==> src/lco_pkg.sv <==
// Shared constants, types and control structs of the line clip outcode block.
`default_nettype none
package lco_pkg;

   localparam int MAX_CLIPS  = 4;
   localparam int CLIP_CNT_W = $clog2(MAX_CLIPS + 1);

   localparam int COORD_W    = 16;
   localparam int DIV_STEPS  = 32;
   localparam int DIV_CNT_W  = $clog2(DIV_STEPS);

   localparam logic [3:0] OC_LEFT   = 4'd1;
   localparam logic [3:0] OC_RIGHT  = 4'd2;
   localparam logic [3:0] OC_BOTTOM = 4'd4;
   localparam logic [3:0] OC_TOP    = 4'd8;

   localparam int CSR_INDEX_W = 2;
   localparam logic [CSR_INDEX_W-1:0] CSR_WINDOW_LEFT   = 2'd0;
   localparam logic [CSR_INDEX_W-1:0] CSR_WINDOW_RIGHT  = 2'd1;
   localparam logic [CSR_INDEX_W-1:0] CSR_WINDOW_TOP    = 2'd2;
   localparam logic [CSR_INDEX_W-1:0] CSR_WINDOW_BOTTOM = 2'd3;

   localparam logic signed [COORD_W-1:0] WINDOW_LEFT_RST   = 16'sd0;
   localparam logic signed [COORD_W-1:0] WINDOW_RIGHT_RST  = 16'sd127;
   localparam logic signed [COORD_W-1:0] WINDOW_TOP_RST    = 16'sd0;
   localparam logic signed [COORD_W-1:0] WINDOW_BOTTOM_RST = 16'sd63;

   typedef enum logic [2:0] {
      ST_IDLE,
      ST_CHECK,
      ST_MUL,
      ST_DIV_GO,
      ST_DIV_WAIT,
      ST_WRITE,
      ST_DONE
   } ctrl_state_type;

   typedef struct packed {
      logic load;
      logic mark_reject;
      logic setup;
      logic mult;
      logic div_start;
      logic writeback;
      logic out_load;
   } ctrl_cmd_type;

   typedef struct packed {
      logic                  codes_clear;
      logic                  reject;
      logic                  budget_done;
      logic                  div_busy;
      logic                  div_done;
      logic [CLIP_CNT_W-1:0] clips_used;
   } dp_status_type;

endpackage
`default_nettype wire

==> src/lco_req_if.sv <==
// Segment request channel: valid/ready handshake with two endpoints.
`default_nettype none
interface lco_req_if;
   logic                                 valid;
   logic                                 ready;
   logic signed [lco_pkg::COORD_W-1:0]   start_x;
   logic signed [lco_pkg::COORD_W-1:0]   start_y;
   logic signed [lco_pkg::COORD_W-1:0]   end_x;
   logic signed [lco_pkg::COORD_W-1:0]   end_y;

   modport source (output valid, start_x, start_y, end_x, end_y, input ready);
   modport sink (input valid, start_x, start_y, end_x, end_y, output ready);
endinterface
`default_nettype wire

==> src/lco_rsp_if.sv <==
// Clip result channel: valid/ready handshake with visibility and clipped endpoints.
`default_nettype none
interface lco_rsp_if;
   logic                                 valid;
   logic                                 ready;
   logic                                 visible;
   logic signed [lco_pkg::COORD_W-1:0]   clip_start_x;
   logic signed [lco_pkg::COORD_W-1:0]   clip_start_y;
   logic signed [lco_pkg::COORD_W-1:0]   clip_end_x;
   logic signed [lco_pkg::COORD_W-1:0]   clip_end_y;

   modport source (output valid, visible, clip_start_x, clip_start_y, clip_end_x,
                   clip_end_y, input ready);
   modport sink (input valid, visible, clip_start_x, clip_start_y, clip_end_x,
                 clip_end_y, output ready);
endinterface
`default_nettype wire

==> src/lco_divider.sv <==
// Restoring serial divider, one quotient bit per cycle, signed low quotient bits out.
`default_nettype none
module lco_divider (
   input  wire logic        clock,
   input  wire logic        reset,
   input  wire logic        start,
   input  wire logic [31:0] dividend,
   input  wire logic [15:0] divisor,
   input  wire logic        negate,
   output logic             busy,
   output logic             done,
   output logic [15:0]      quotient
);

   logic                           busy_ff, busy_in;
   logic                           done_ff, done_in;
   logic [lco_pkg::DIV_CNT_W-1:0]  cnt_ff, cnt_in;
   logic [15:0]                    rem_ff, rem_in;
   logic [31:0]                    quo_ff, quo_in;
   logic [15:0]                    dsr_ff, dsr_in;
   logic                           neg_ff, neg_in;
   logic [16:0]                    trial;
   logic [16:0]                    diff;
   logic                           fits;

   assign trial = {rem_ff, quo_ff[31]};
   assign diff  = trial - {1'b0, dsr_ff};
   assign fits  = trial >= {1'b0, dsr_ff};

   always_comb begin
      busy_in = busy_ff;
      done_in = 1'b0;
      cnt_in  = cnt_ff;
      rem_in  = rem_ff;
      quo_in  = quo_ff;
      dsr_in  = dsr_ff;
      neg_in  = neg_ff;
      if (start) begin
         busy_in = 1'b1;
         cnt_in  = '0;
         rem_in  = '0;
         quo_in  = dividend;
         dsr_in  = divisor;
         neg_in  = negate;
      end else if (busy_ff) begin
         rem_in = fits ? diff[15:0] : trial[15:0];
         quo_in = {quo_ff[30:0], fits};
         cnt_in = cnt_ff + 1'b1;
         if (cnt_ff == lco_pkg::DIV_CNT_W'(lco_pkg::DIV_STEPS - 1)) begin
            busy_in = 1'b0;
            done_in = 1'b1;
         end
      end
   end

   always_ff @(posedge clock) begin
      if (reset) begin
         busy_ff <= 1'b0;
         done_ff <= 1'b0;
         cnt_ff  <= '0;
      end else begin
         busy_ff <= busy_in;
         done_ff <= done_in;
         cnt_ff  <= cnt_in;
      end
   end

   always_ff @(posedge clock) begin
      rem_ff <= rem_in;
      quo_ff <= quo_in;
      dsr_ff <= dsr_in;
      neg_ff <= neg_in;
   end

   assign busy     = busy_ff;
   assign done     = done_ff;
   assign quotient = neg_ff ? (16'd0 - quo_ff[15:0]) : quo_ff[15:0];

endmodule
`default_nettype wire

==> src/lco_datapath.sv <==
// Window registers, endpoint registers, outcodes, clip operand setup, multiplier and divider.
`default_nettype none
module lco_datapath (
   input  wire logic                                clock,
   input  wire logic                                reset,
   input  wire lco_pkg::ctrl_cmd_type               cmd,
   output lco_pkg::dp_status_type                   status,
   input  wire logic                                csr_write_enable,
   input  wire logic [lco_pkg::CSR_INDEX_W-1:0]     csr_index,
   input  wire logic [lco_pkg::COORD_W-1:0]         csr_write_data,
   input  wire logic signed [lco_pkg::COORD_W-1:0]  in_start_x,
   input  wire logic signed [lco_pkg::COORD_W-1:0]  in_start_y,
   input  wire logic signed [lco_pkg::COORD_W-1:0]  in_end_x,
   input  wire logic signed [lco_pkg::COORD_W-1:0]  in_end_y,
   output logic                                     out_visible,
   output logic signed [lco_pkg::COORD_W-1:0]       out_start_x,
   output logic signed [lco_pkg::COORD_W-1:0]       out_start_y,
   output logic signed [lco_pkg::COORD_W-1:0]       out_end_x,
   output logic signed [lco_pkg::COORD_W-1:0]       out_end_y
);

   logic signed [15:0] win_left_ff, win_right_ff, win_top_ff, win_bottom_ff;
   logic signed [15:0] x1_ff, y1_ff, x2_ff, y2_ff;
   logic               visible_ff;
   logic [lco_pkg::CLIP_CNT_W-1:0] count_ff;

   logic signed [16:0] num_ff, num_in;
   logic signed [16:0] mul_ff, mul_in;
   logic signed [16:0] den_ff, den_in;
   logic signed [15:0] base_ff, base_in;
   logic signed [15:0] edge_ff, edge_in;
   logic               axis_y_ff, axis_y_in;
   logic               first_ff, first_in;
   logic signed [33:0] product_ff;

   logic               res_visible_ff;
   logic signed [15:0] res_sx_ff, res_sy_ff, res_ex_ff, res_ey_ff;

   logic [3:0]         c1, c2, c_sel;
   logic signed [16:0] dx, dy;
   logic [33:0]        prod_mag;
   logic [16:0]        den_mag;
   logic               quot_neg;
   logic               div_busy, div_done;
   logic [15:0]        div_quot;
   logic [15:0]        q16;
   logic signed [15:0] new_val;

   function automatic logic [3:0] outcode(input logic signed [15:0] x,
                                          input logic signed [15:0] y,
                                          input logic signed [15:0] wl,
                                          input logic signed [15:0] wr,
                                          input logic signed [15:0] wt,
                                          input logic signed [15:0] wb);
      logic [3:0] c;
      c = 4'd0;
      if (x < wl) c = lco_pkg::OC_LEFT;
      else if (x > wr) c = lco_pkg::OC_RIGHT;
      if (y > wb) c = c | lco_pkg::OC_BOTTOM;
      else if (y < wt) c = c | lco_pkg::OC_TOP;
      return c;
   endfunction

   always_ff @(posedge clock) begin
      if (reset) begin
         win_left_ff   <= lco_pkg::WINDOW_LEFT_RST;
         win_right_ff  <= lco_pkg::WINDOW_RIGHT_RST;
         win_top_ff    <= lco_pkg::WINDOW_TOP_RST;
         win_bottom_ff <= lco_pkg::WINDOW_BOTTOM_RST;
      end else if (csr_write_enable) begin
         unique case (csr_index)
            lco_pkg::CSR_WINDOW_LEFT:   win_left_ff   <= csr_write_data;
            lco_pkg::CSR_WINDOW_RIGHT:  win_right_ff  <= csr_write_data;
            lco_pkg::CSR_WINDOW_TOP:    win_top_ff    <= csr_write_data;
            lco_pkg::CSR_WINDOW_BOTTOM: win_bottom_ff <= csr_write_data;
         endcase
      end
   end

   assign c1 = outcode(x1_ff, y1_ff, win_left_ff, win_right_ff, win_top_ff, win_bottom_ff);
   assign c2 = outcode(x2_ff, y2_ff, win_left_ff, win_right_ff, win_top_ff, win_bottom_ff);
   assign c_sel = (c1 != 4'd0) ? c1 : c2;
   assign dx = {x2_ff[15], x2_ff} - {x1_ff[15], x1_ff};
   assign dy = {y2_ff[15], y2_ff} - {y1_ff[15], y1_ff};

   // clip operands; the intersection is always based at the first endpoint
   always_comb begin
      first_in = c1 != 4'd0;
      base_in  = x1_ff;
      num_in   = dx;
      den_in   = dy;
      edge_in  = win_bottom_ff;
      mul_in   = {win_bottom_ff[15], win_bottom_ff} - {y1_ff[15], y1_ff};
      axis_y_in = 1'b1;
      priority if ((c_sel & lco_pkg::OC_TOP) != 4'd0) begin
         edge_in = win_top_ff;
         mul_in  = {win_top_ff[15], win_top_ff} - {y1_ff[15], y1_ff};
      end else if ((c_sel & lco_pkg::OC_LEFT) != 4'd0) begin
         axis_y_in = 1'b0;
         base_in   = y1_ff;
         num_in    = dy;
         den_in    = dx;
         edge_in   = win_left_ff;
         mul_in    = {win_left_ff[15], win_left_ff} - {x1_ff[15], x1_ff};
      end else if ((c_sel & lco_pkg::OC_RIGHT) != 4'd0) begin
         axis_y_in = 1'b0;
         base_in   = y1_ff;
         num_in    = dy;
         den_in    = dx;
         edge_in   = win_right_ff;
         mul_in    = {win_right_ff[15], win_right_ff} - {x1_ff[15], x1_ff};
      end else begin
         edge_in = win_bottom_ff;
      end
   end

   always_ff @(posedge clock) begin
      if (cmd.setup) begin
         num_ff    <= num_in;
         mul_ff    <= mul_in;
         den_ff    <= den_in;
         base_ff   <= base_in;
         edge_ff   <= edge_in;
         axis_y_ff <= axis_y_in;
         first_ff  <= first_in;
      end
      if (cmd.mult) begin
         product_ff <= num_ff * mul_ff;
      end
   end

   // magnitude of the product stays below 2^32
   assign prod_mag = product_ff[33] ? (34'd0 - product_ff) : product_ff;
   assign den_mag  = den_ff[16] ? (17'd0 - den_ff) : den_ff;
   assign quot_neg = product_ff[33] ^ den_ff[16];

   lco_divider u_divider (
      .clock    (clock),
      .reset    (reset),
      .start    (cmd.div_start),
      .dividend (prod_mag[31:0]),
      .divisor  (den_mag[15:0]),
      .negate   (quot_neg),
      .busy     (div_busy),
      .done     (div_done),
      .quotient (div_quot)
   );

   assign q16     = (den_ff == 17'sd0) ? 16'd0 : div_quot;
   assign new_val = base_ff + $signed(q16);

   always_ff @(posedge clock) begin
      if (cmd.load) begin
         x1_ff      <= in_start_x;
         y1_ff      <= in_start_y;
         x2_ff      <= in_end_x;
         y2_ff      <= in_end_y;
         visible_ff <= 1'b1;
      end else begin
         if (cmd.mark_reject) begin
            visible_ff <= 1'b0;
         end
         if (cmd.writeback) begin
            if (first_ff) begin
               x1_ff <= axis_y_ff ? new_val : edge_ff;
               y1_ff <= axis_y_ff ? edge_ff : new_val;
            end else begin
               x2_ff <= axis_y_ff ? new_val : edge_ff;
               y2_ff <= axis_y_ff ? edge_ff : new_val;
            end
         end
      end
   end

   always_ff @(posedge clock) begin
      if (reset) begin
         count_ff <= '0;
      end else if (cmd.load) begin
         count_ff <= '0;
      end else if (cmd.writeback) begin
         count_ff <= count_ff + 1'b1;
      end
   end

   always_ff @(posedge clock) begin
      if (cmd.out_load) begin
         res_visible_ff <= visible_ff;
         res_sx_ff      <= visible_ff ? x1_ff : 16'sd0;
         res_sy_ff      <= visible_ff ? y1_ff : 16'sd0;
         res_ex_ff      <= visible_ff ? x2_ff : 16'sd0;
         res_ey_ff      <= visible_ff ? y2_ff : 16'sd0;
      end
   end

   assign status.codes_clear = (c1 | c2) == 4'd0;
   assign status.reject      = (c1 & c2) != 4'd0;
   assign status.budget_done = count_ff == lco_pkg::CLIP_CNT_W'(lco_pkg::MAX_CLIPS);
   assign status.div_busy    = div_busy;
   assign status.div_done    = div_done;
   assign status.clips_used  = count_ff;

   assign out_visible = res_visible_ff;
   assign out_start_x = res_sx_ff;
   assign out_start_y = res_sy_ff;
   assign out_end_x   = res_ex_ff;
   assign out_end_y   = res_ey_ff;

endmodule
`default_nettype wire

==> src/lco_ctrl.sv <==
// Controller state machine: sequences the clip steps and the item handshakes.
`default_nettype none
module lco_ctrl (
   input  wire logic                    clock,
   input  wire logic                    reset,
   input  wire logic                    req_valid,
   output logic                         req_ready,
   output logic                         rsp_valid,
   input  wire logic                    rsp_ready,
   input  wire lco_pkg::dp_status_type  status,
   output lco_pkg::ctrl_cmd_type        cmd
);

   lco_pkg::ctrl_state_type state_ff, state_in;
   logic                    rsp_valid_ff, rsp_valid_in;

   always_ff @(posedge clock) begin
      if (reset) begin
         state_ff     <= lco_pkg::ST_IDLE;
         rsp_valid_ff <= 1'b0;
      end else begin
         state_ff     <= state_in;
         rsp_valid_ff <= rsp_valid_in;
      end
   end

   always_comb begin
      state_in     = state_ff;
      rsp_valid_in = rsp_valid_ff && !rsp_ready;
      cmd          = '0;
      req_ready    = 1'b0;
      unique case (state_ff)
         lco_pkg::ST_IDLE: begin
            req_ready = 1'b1;
            if (req_valid) begin
               cmd.load = 1'b1;
               state_in = lco_pkg::ST_CHECK;
            end
         end
         lco_pkg::ST_CHECK: begin
            priority if (status.codes_clear || status.budget_done) begin
               state_in = lco_pkg::ST_DONE;
            end else if (status.reject) begin
               cmd.mark_reject = 1'b1;
               state_in        = lco_pkg::ST_DONE;
            end else begin
               cmd.setup = 1'b1;
               state_in  = lco_pkg::ST_MUL;
            end
         end
         lco_pkg::ST_MUL: begin
            cmd.mult = 1'b1;
            state_in = lco_pkg::ST_DIV_GO;
         end
         lco_pkg::ST_DIV_GO: begin
            cmd.div_start = 1'b1;
            state_in      = lco_pkg::ST_DIV_WAIT;
         end
         lco_pkg::ST_DIV_WAIT: begin
            if (status.div_done) begin
               state_in = lco_pkg::ST_WRITE;
            end
         end
         lco_pkg::ST_WRITE: begin
            cmd.writeback = 1'b1;
            state_in      = lco_pkg::ST_CHECK;
         end
         lco_pkg::ST_DONE: begin
            if (!rsp_valid_ff || rsp_ready) begin
               cmd.out_load = 1'b1;
               rsp_valid_in = 1'b1;
               state_in     = lco_pkg::ST_IDLE;
            end
         end
         default: begin
            state_in = lco_pkg::ST_IDLE;
         end
      endcase
   end

   assign rsp_valid = rsp_valid_ff;

endmodule
`default_nettype wire

==> src/line_clip_outcode.sv <==
// Top level of the line clip outcode block: Cohen-Sutherland segment clipping.
//
// req_ch carries one segment item (start_x, start_y, end_x, end_y); rsp_ch returns
// one item per segment: visible and the clipped endpoints (all zero when rejected).
// The clip window is four signed registers written through csr_write_enable,
// csr_index and csr_write_data (left, right, top, bottom). Write them only while
// idle; the block itself does not enforce it. One segment is processed at a time.
// Each clip step runs the outcode check and operand setup, a 17x17 multiply, then
// a serial divider, one bit a cycle, and the write back. At most MAX_CLIPS = 4
// clip steps are made per item before its result is loaded for rsp.
// The clip steps and the receiver set the rate: a new item is taken the cycle
// after the previous result is loaded into the output register.
// The output register holds a finished result while the receiver stalls; the
// next item is accepted meanwhile, and its result waits in the last state until
// the output register frees up.
// Reset (synchronous, active high) empties the output, returns to idle and sets
// the window to left 0, right 127, top 0, bottom 63.
`default_nettype none
module line_clip_outcode (
   input  wire logic                              clock,
   input  wire logic                              reset,
   lco_req_if.sink                                req_ch,
   lco_rsp_if.source                              rsp_ch,
   input  wire logic                              csr_write_enable,
   input  wire logic [lco_pkg::CSR_INDEX_W-1:0]   csr_index,
   input  wire logic [lco_pkg::COORD_W-1:0]       csr_write_data
);

   lco_pkg::ctrl_cmd_type  ctrl_cmd;
   lco_pkg::dp_status_type dp_status;
   logic                   req_ready_w;
   logic                   rsp_valid_w;

   lco_ctrl u_ctrl (
      .clock     (clock),
      .reset     (reset),
      .req_valid (req_ch.valid),
      .req_ready (req_ready_w),
      .rsp_valid (rsp_valid_w),
      .rsp_ready (rsp_ch.ready),
      .status    (dp_status),
      .cmd       (ctrl_cmd)
   );

   lco_datapath u_datapath (
      .clock            (clock),
      .reset            (reset),
      .cmd              (ctrl_cmd),
      .status           (dp_status),
      .csr_write_enable (csr_write_enable),
      .csr_index        (csr_index),
      .csr_write_data   (csr_write_data),
      .in_start_x       (req_ch.start_x),
      .in_start_y       (req_ch.start_y),
      .in_end_x         (req_ch.end_x),
      .in_end_y         (req_ch.end_y),
      .out_visible      (rsp_ch.visible),
      .out_start_x      (rsp_ch.clip_start_x),
      .out_start_y      (rsp_ch.clip_start_y),
      .out_end_x        (rsp_ch.clip_end_x),
      .out_end_y        (rsp_ch.clip_end_y)
   );

   assign req_ch.ready = req_ready_w;
   assign rsp_ch.valid = rsp_valid_w;

   a_div_start_idle: assert property (@(posedge clock) disable iff (reset)
      ctrl_cmd.div_start |-> !dp_status.div_busy)
      else $error("divider started while busy");

   a_clip_budget: assert property (@(posedge clock) disable iff (reset)
      dp_status.clips_used <= lco_pkg::CLIP_CNT_W'(lco_pkg::MAX_CLIPS))
      else $error("clip count beyond budget");

   a_div_to_write: assert property (@(posedge clock) disable iff (reset)
      dp_status.div_done |=> ctrl_cmd.writeback)
      else $error("quotient not written back");

   a_reject_zero: assert property (@(posedge clock) disable iff (reset)
      (rsp_valid_w && !rsp_ch.visible) |-> (rsp_ch.clip_start_x == 16'sd0 &&
         rsp_ch.clip_start_y == 16'sd0 && rsp_ch.clip_end_x == 16'sd0 &&
         rsp_ch.clip_end_y == 16'sd0))
      else $error("rejected item with nonzero endpoints");

endmodule
`default_nettype wire

==> src/flat_wrapper.sv <==
// flat-port wrapper written by rule: the top's interface ports become plain ports
module line_clip_outcode_flat 
  (clock, reset, csr_write_enable, csr_index, csr_write_data, req_ch_valid, req_ch_start_x, req_ch_start_y, req_ch_end_x, req_ch_end_y, req_ch_ready, rsp_ch_valid, rsp_ch_visible, rsp_ch_clip_start_x, rsp_ch_clip_start_y, rsp_ch_clip_end_x, rsp_ch_clip_end_y, rsp_ch_ready);
  lco_req_if req_ch_i ();
  lco_rsp_if rsp_ch_i ();
  input  wire logic clock;
  input  wire logic reset;
  input  wire logic csr_write_enable;
  input  wire logic [lco_pkg::CSR_INDEX_W-1:0] csr_index;
  input  wire logic [lco_pkg::COORD_W-1:0] csr_write_data;
  input wire logic [$bits(req_ch_i.valid)-1:0] req_ch_valid;
  input wire logic [$bits(req_ch_i.start_x)-1:0] req_ch_start_x;
  input wire logic [$bits(req_ch_i.start_y)-1:0] req_ch_start_y;
  input wire logic [$bits(req_ch_i.end_x)-1:0] req_ch_end_x;
  input wire logic [$bits(req_ch_i.end_y)-1:0] req_ch_end_y;
  output wire logic [$bits(req_ch_i.ready)-1:0] req_ch_ready;
  output wire logic [$bits(rsp_ch_i.valid)-1:0] rsp_ch_valid;
  output wire logic [$bits(rsp_ch_i.visible)-1:0] rsp_ch_visible;
  output wire logic [$bits(rsp_ch_i.clip_start_x)-1:0] rsp_ch_clip_start_x;
  output wire logic [$bits(rsp_ch_i.clip_start_y)-1:0] rsp_ch_clip_start_y;
  output wire logic [$bits(rsp_ch_i.clip_end_x)-1:0] rsp_ch_clip_end_x;
  output wire logic [$bits(rsp_ch_i.clip_end_y)-1:0] rsp_ch_clip_end_y;
  input wire logic [$bits(rsp_ch_i.ready)-1:0] rsp_ch_ready;
  assign req_ch_i.valid = req_ch_valid;
  assign req_ch_i.start_x = req_ch_start_x;
  assign req_ch_i.start_y = req_ch_start_y;
  assign req_ch_i.end_x = req_ch_end_x;
  assign req_ch_i.end_y = req_ch_end_y;
  assign req_ch_ready = req_ch_i.ready;
  assign rsp_ch_valid = rsp_ch_i.valid;
  assign rsp_ch_visible = rsp_ch_i.visible;
  assign rsp_ch_clip_start_x = rsp_ch_i.clip_start_x;
  assign rsp_ch_clip_start_y = rsp_ch_i.clip_start_y;
  assign rsp_ch_clip_end_x = rsp_ch_i.clip_end_x;
  assign rsp_ch_clip_end_y = rsp_ch_i.clip_end_y;
  assign rsp_ch_i.ready = rsp_ch_ready;
  line_clip_outcode u_core (.clock(clock), .reset(reset), .req_ch(req_ch_i), .rsp_ch(rsp_ch_i), .csr_write_enable(csr_write_enable), .csr_index(csr_index), .csr_write_data(csr_write_data));
endmodule
==> config.mk <==
export PLATFORM = sky130hd
export DESIGN_NAME = line_clip_outcode_flat
export DESIGN_NICKNAME = d
export VERILOG_FILES = /design/src/lco_pkg.sv /design/src/lco_req_if.sv /design/src/lco_rsp_if.sv /design/src/lco_divider.sv /design/src/lco_datapath.sv /design/src/lco_ctrl.sv /design/src/line_clip_outcode.sv /design/src/flat_wrapper.sv
export SDC_FILE = /design/constraint.sdc
export NUM_CORES = 2
export LEC_CHECK = 0
export ABC_AREA = 1
export BUFFER_PORTS_ARGS = -buffer_cell sky130_fd_sc_hd__clkbuf_2
export CORE_MARGIN = 1
export CORE_UTILIZATION = 26
export DETAILED_ROUTE_END_ITERATION = 10
export SETUP_SLACK_MARGIN = 0.1
export SLEW_MARGIN = 15
export SYNTH_ARGS = -nofsm -noshare
export SYNTH_HDL_FRONTEND = slang
export SYNTH_HIERARCHICAL = 1
export SYNTH_SLANG_ARGS = --single-unit
==> constraint.sdc <==
create_clock -name clock -period 6.2 [get_ports clock]
set_input_delay 0.93 -clock clock [delete_from_list [all_inputs] [get_ports clock]]
set_output_delay 0.93 -clock clock [all_outputs]
set_load 0.02 [all_outputs]
==> results.json <==
{
  "status": "finished, final reports clean",
  "portBuffers": 153,
  "grt_pass1_wl_um": 175000,
  "rsz0062_at_grt": "yes",
  "slowest_delay_ns": 0.58,
  "crit_required_ns": 6.54,
  "r2r-start": "u_core/u_datapath/num_ff[10]",
  "core_um2": 140000,
  "finalNetCount": 5414,
  "cp-end-kind": "register",
  "ant_nets": 0,
  "critPathSlowestCell": "edfxtp_1",
  "hold_path.class": "register to register",
  "skew_ns": 0.0369,
  "hold_buffers": 0,
  "vias": 30408,
  "track_usage_pct": 15.7,
  "cts_root_buf": "clkbuf_16",
  "grt_start_max_net_pins": 86,
  "fin_tns_setup_ns": 0,
  "layout.cells.most_common_list": "1172 x nand2_1, 915 x inv_1, 330 x a21oi_1",
  "timing.rr.end": "u_core/u_datapath/product_ff[31]",
  "layout-drive-gt1-share_pct": 8.45,
  "min-delay-start": "u_core/u_datapath/u_divider/rem_ff[12]",
  "dp_hpwl_um": 92000,
  "grt_pass1_vias": 29763,
  "drt_iter0_markers": 2307,
  "avgSynthCellArea_um2": 8.00,
  "chipHeight_um": 379,
  "gp_congestion": 0.960,
  "critPathBufInv": 3,
  "crit_cells": 21,
  "setup_viol_count_final": 0,
  "drc_errors": 0,
  "die_x_um": 379,
  "die_area_um2": 143000,
  "grt_overflow": 0,
  "cts_sinks": 391,
  "antenna_found_initial": 3,
  "setup.worst_path.start": "u_core/u_datapath/num_ff[10]",
  "htree_num_levels": 2,
  "row_count": 137,
  "postSynthCellCount": 4614,
  "clkTransAtPathRegs_ns": 0.06,
  "crit_chain": "nand2_1 > fa_1 > inv_1 > fa_1 > fa_1 > fa_1 > fa_1 > inv_1 > fa_1 > inv_1 > ha_1 > a21oi_1 > o21a_1 > o21ai_1 > nand2_1 > nand3_1 > nand2_1 > nand2_1 > nand3_1 > nand2_1 > xor2_1",
  "maxCapViolCount": 0,
  "min_to": "u_core/u_datapath/u_divider/rem_ff[12]",
  "clkLatencyLatePin_ns": 0.61,
  "clock.fmax_ghz": 0.171,
  "worstSetupPathType": "register to register",
  "areaGrowthSynthToFinish_pct": 13.0,
  "cp.arrival_ns": 6.18,
  "cp-start-kind": "register",
  "period_needed_ns": 5.84,
  "io_pins": 154,
  "cts_buffer_depth": 3,
  "timing.final.hold_violations": 0,
  "syn_nets": 5286,
  "initial_core_util_pct": 26.3,
  "path_max_fanout": 8,
  "wl_per_cell_um": 17.1,
  "drt_wl_total_um": 114000,
  "slew_headroom_pct": 16.9,
  "tightest_slew_ns": 1.25,
  "via_per_inst": 4.57,
  "crit_family": "adder cells",
  "slew_viol_final": 0,
  "ff2ff_path_depth": 21,
  "synth_area_um2": 36900,
  "period_share_pct": 94.2,
  "hold_depth": 2,
  "yosys_warnings": 6,
  "cts_tree": "yes",
  "layout_commonest_cell": "nand2_1",
  "cp_common_cell": "fa_1",
  "rrSetupSlack_ns": 0.36,
  "cts_buffers": 48,
  "first_pass_iters": 5
}
-- layer usage --
layer,GRT usage (%),share of wire (%),vias up
li1,-,-,14778
met1,21.0,44,14591
met2,26.7,47,876
met3,1.59,5.4,159
met4,4.81,3.2,4
met5,0,0.025,-
-- metrics by stage --
stage	util, %	std cells	instance area (um2)	setup WS, ns	hold slack [ns]
floorplan	-	4614	36900	0.228	0.426
global placement	28.4	6542	39800	0.183	0.455
detailed placement	28.4	6542	39800	0.176	0.464
CTS	29.5	6632	41400	0.172	0.473
global route	29.7	6658	41700	0.0854	0.497
finish	29.7	6661	41700	0.359	0.476
-- layout make-up --
type	instances	area (um2)
well taps	1876	2350
multi-input cells	3133	22000
diodes	3	7.51
clock buffers	63	1320
flip-flops and latches	391	10800
repair buffers	243	1470
clock inverters	27	309
fillers	15148	98500
inverters	925	3470
-- worst reg2reg max path, cell delays in order (launching register included) --
cell and delay (ns):
edfxtp_1 0.58, nand2_1 0.15, fa_1 0.56, inv_1 0.05, fa_1 0.48, fa_1 0.57
fa_1 0.53, fa_1 0.54, inv_1 0.05, fa_1 0.52, inv_1 0.04, ha_1 0.37
a21oi_1 0.24, o21a_1 0.18, o21ai_1 0.09, nand2_1 0.06, nand3_1 0.12, nand2_1 0.09
nand2_1 0.08, nand3_1 0.08, nand2_1 0.06, xor2_1 0.15
-- state kept, by name, indices dropped and copies added (netlist names), 17 cells and up --
register	count
u_core/u_datapath/num_ff	17
u_core/u_datapath/den_ff	17
u_core/u_datapath/product_ff	33
u_core/u_datapath/mul_ff	17
u_core/u_datapath/u_divider/quo_ff	32
-- timing repair --
item / 4_1_cts / 5_1_grt
gates resized for setup: 0 / 11
setup buffers: 0 / 26
setup endpoints to repair: 0 / 10
-- worst max-delay path by stage --
stage / endpoint
floorplan: u_core/u_datapath/out_end_x[0]
global placement: u_core/u_datapath/product_ff[26]
detailed placement: u_core/u_datapath/product_ff[26]
CTS: u_core/u_datapath/product_ff[26]
global route: u_core/u_datapath/product_ff[31]
finish: u_core/u_datapath/product_ff[31]
Power is not shown: default switching activity piles up to over one toggle a cycle in this logic, so the estimate is an artifact.
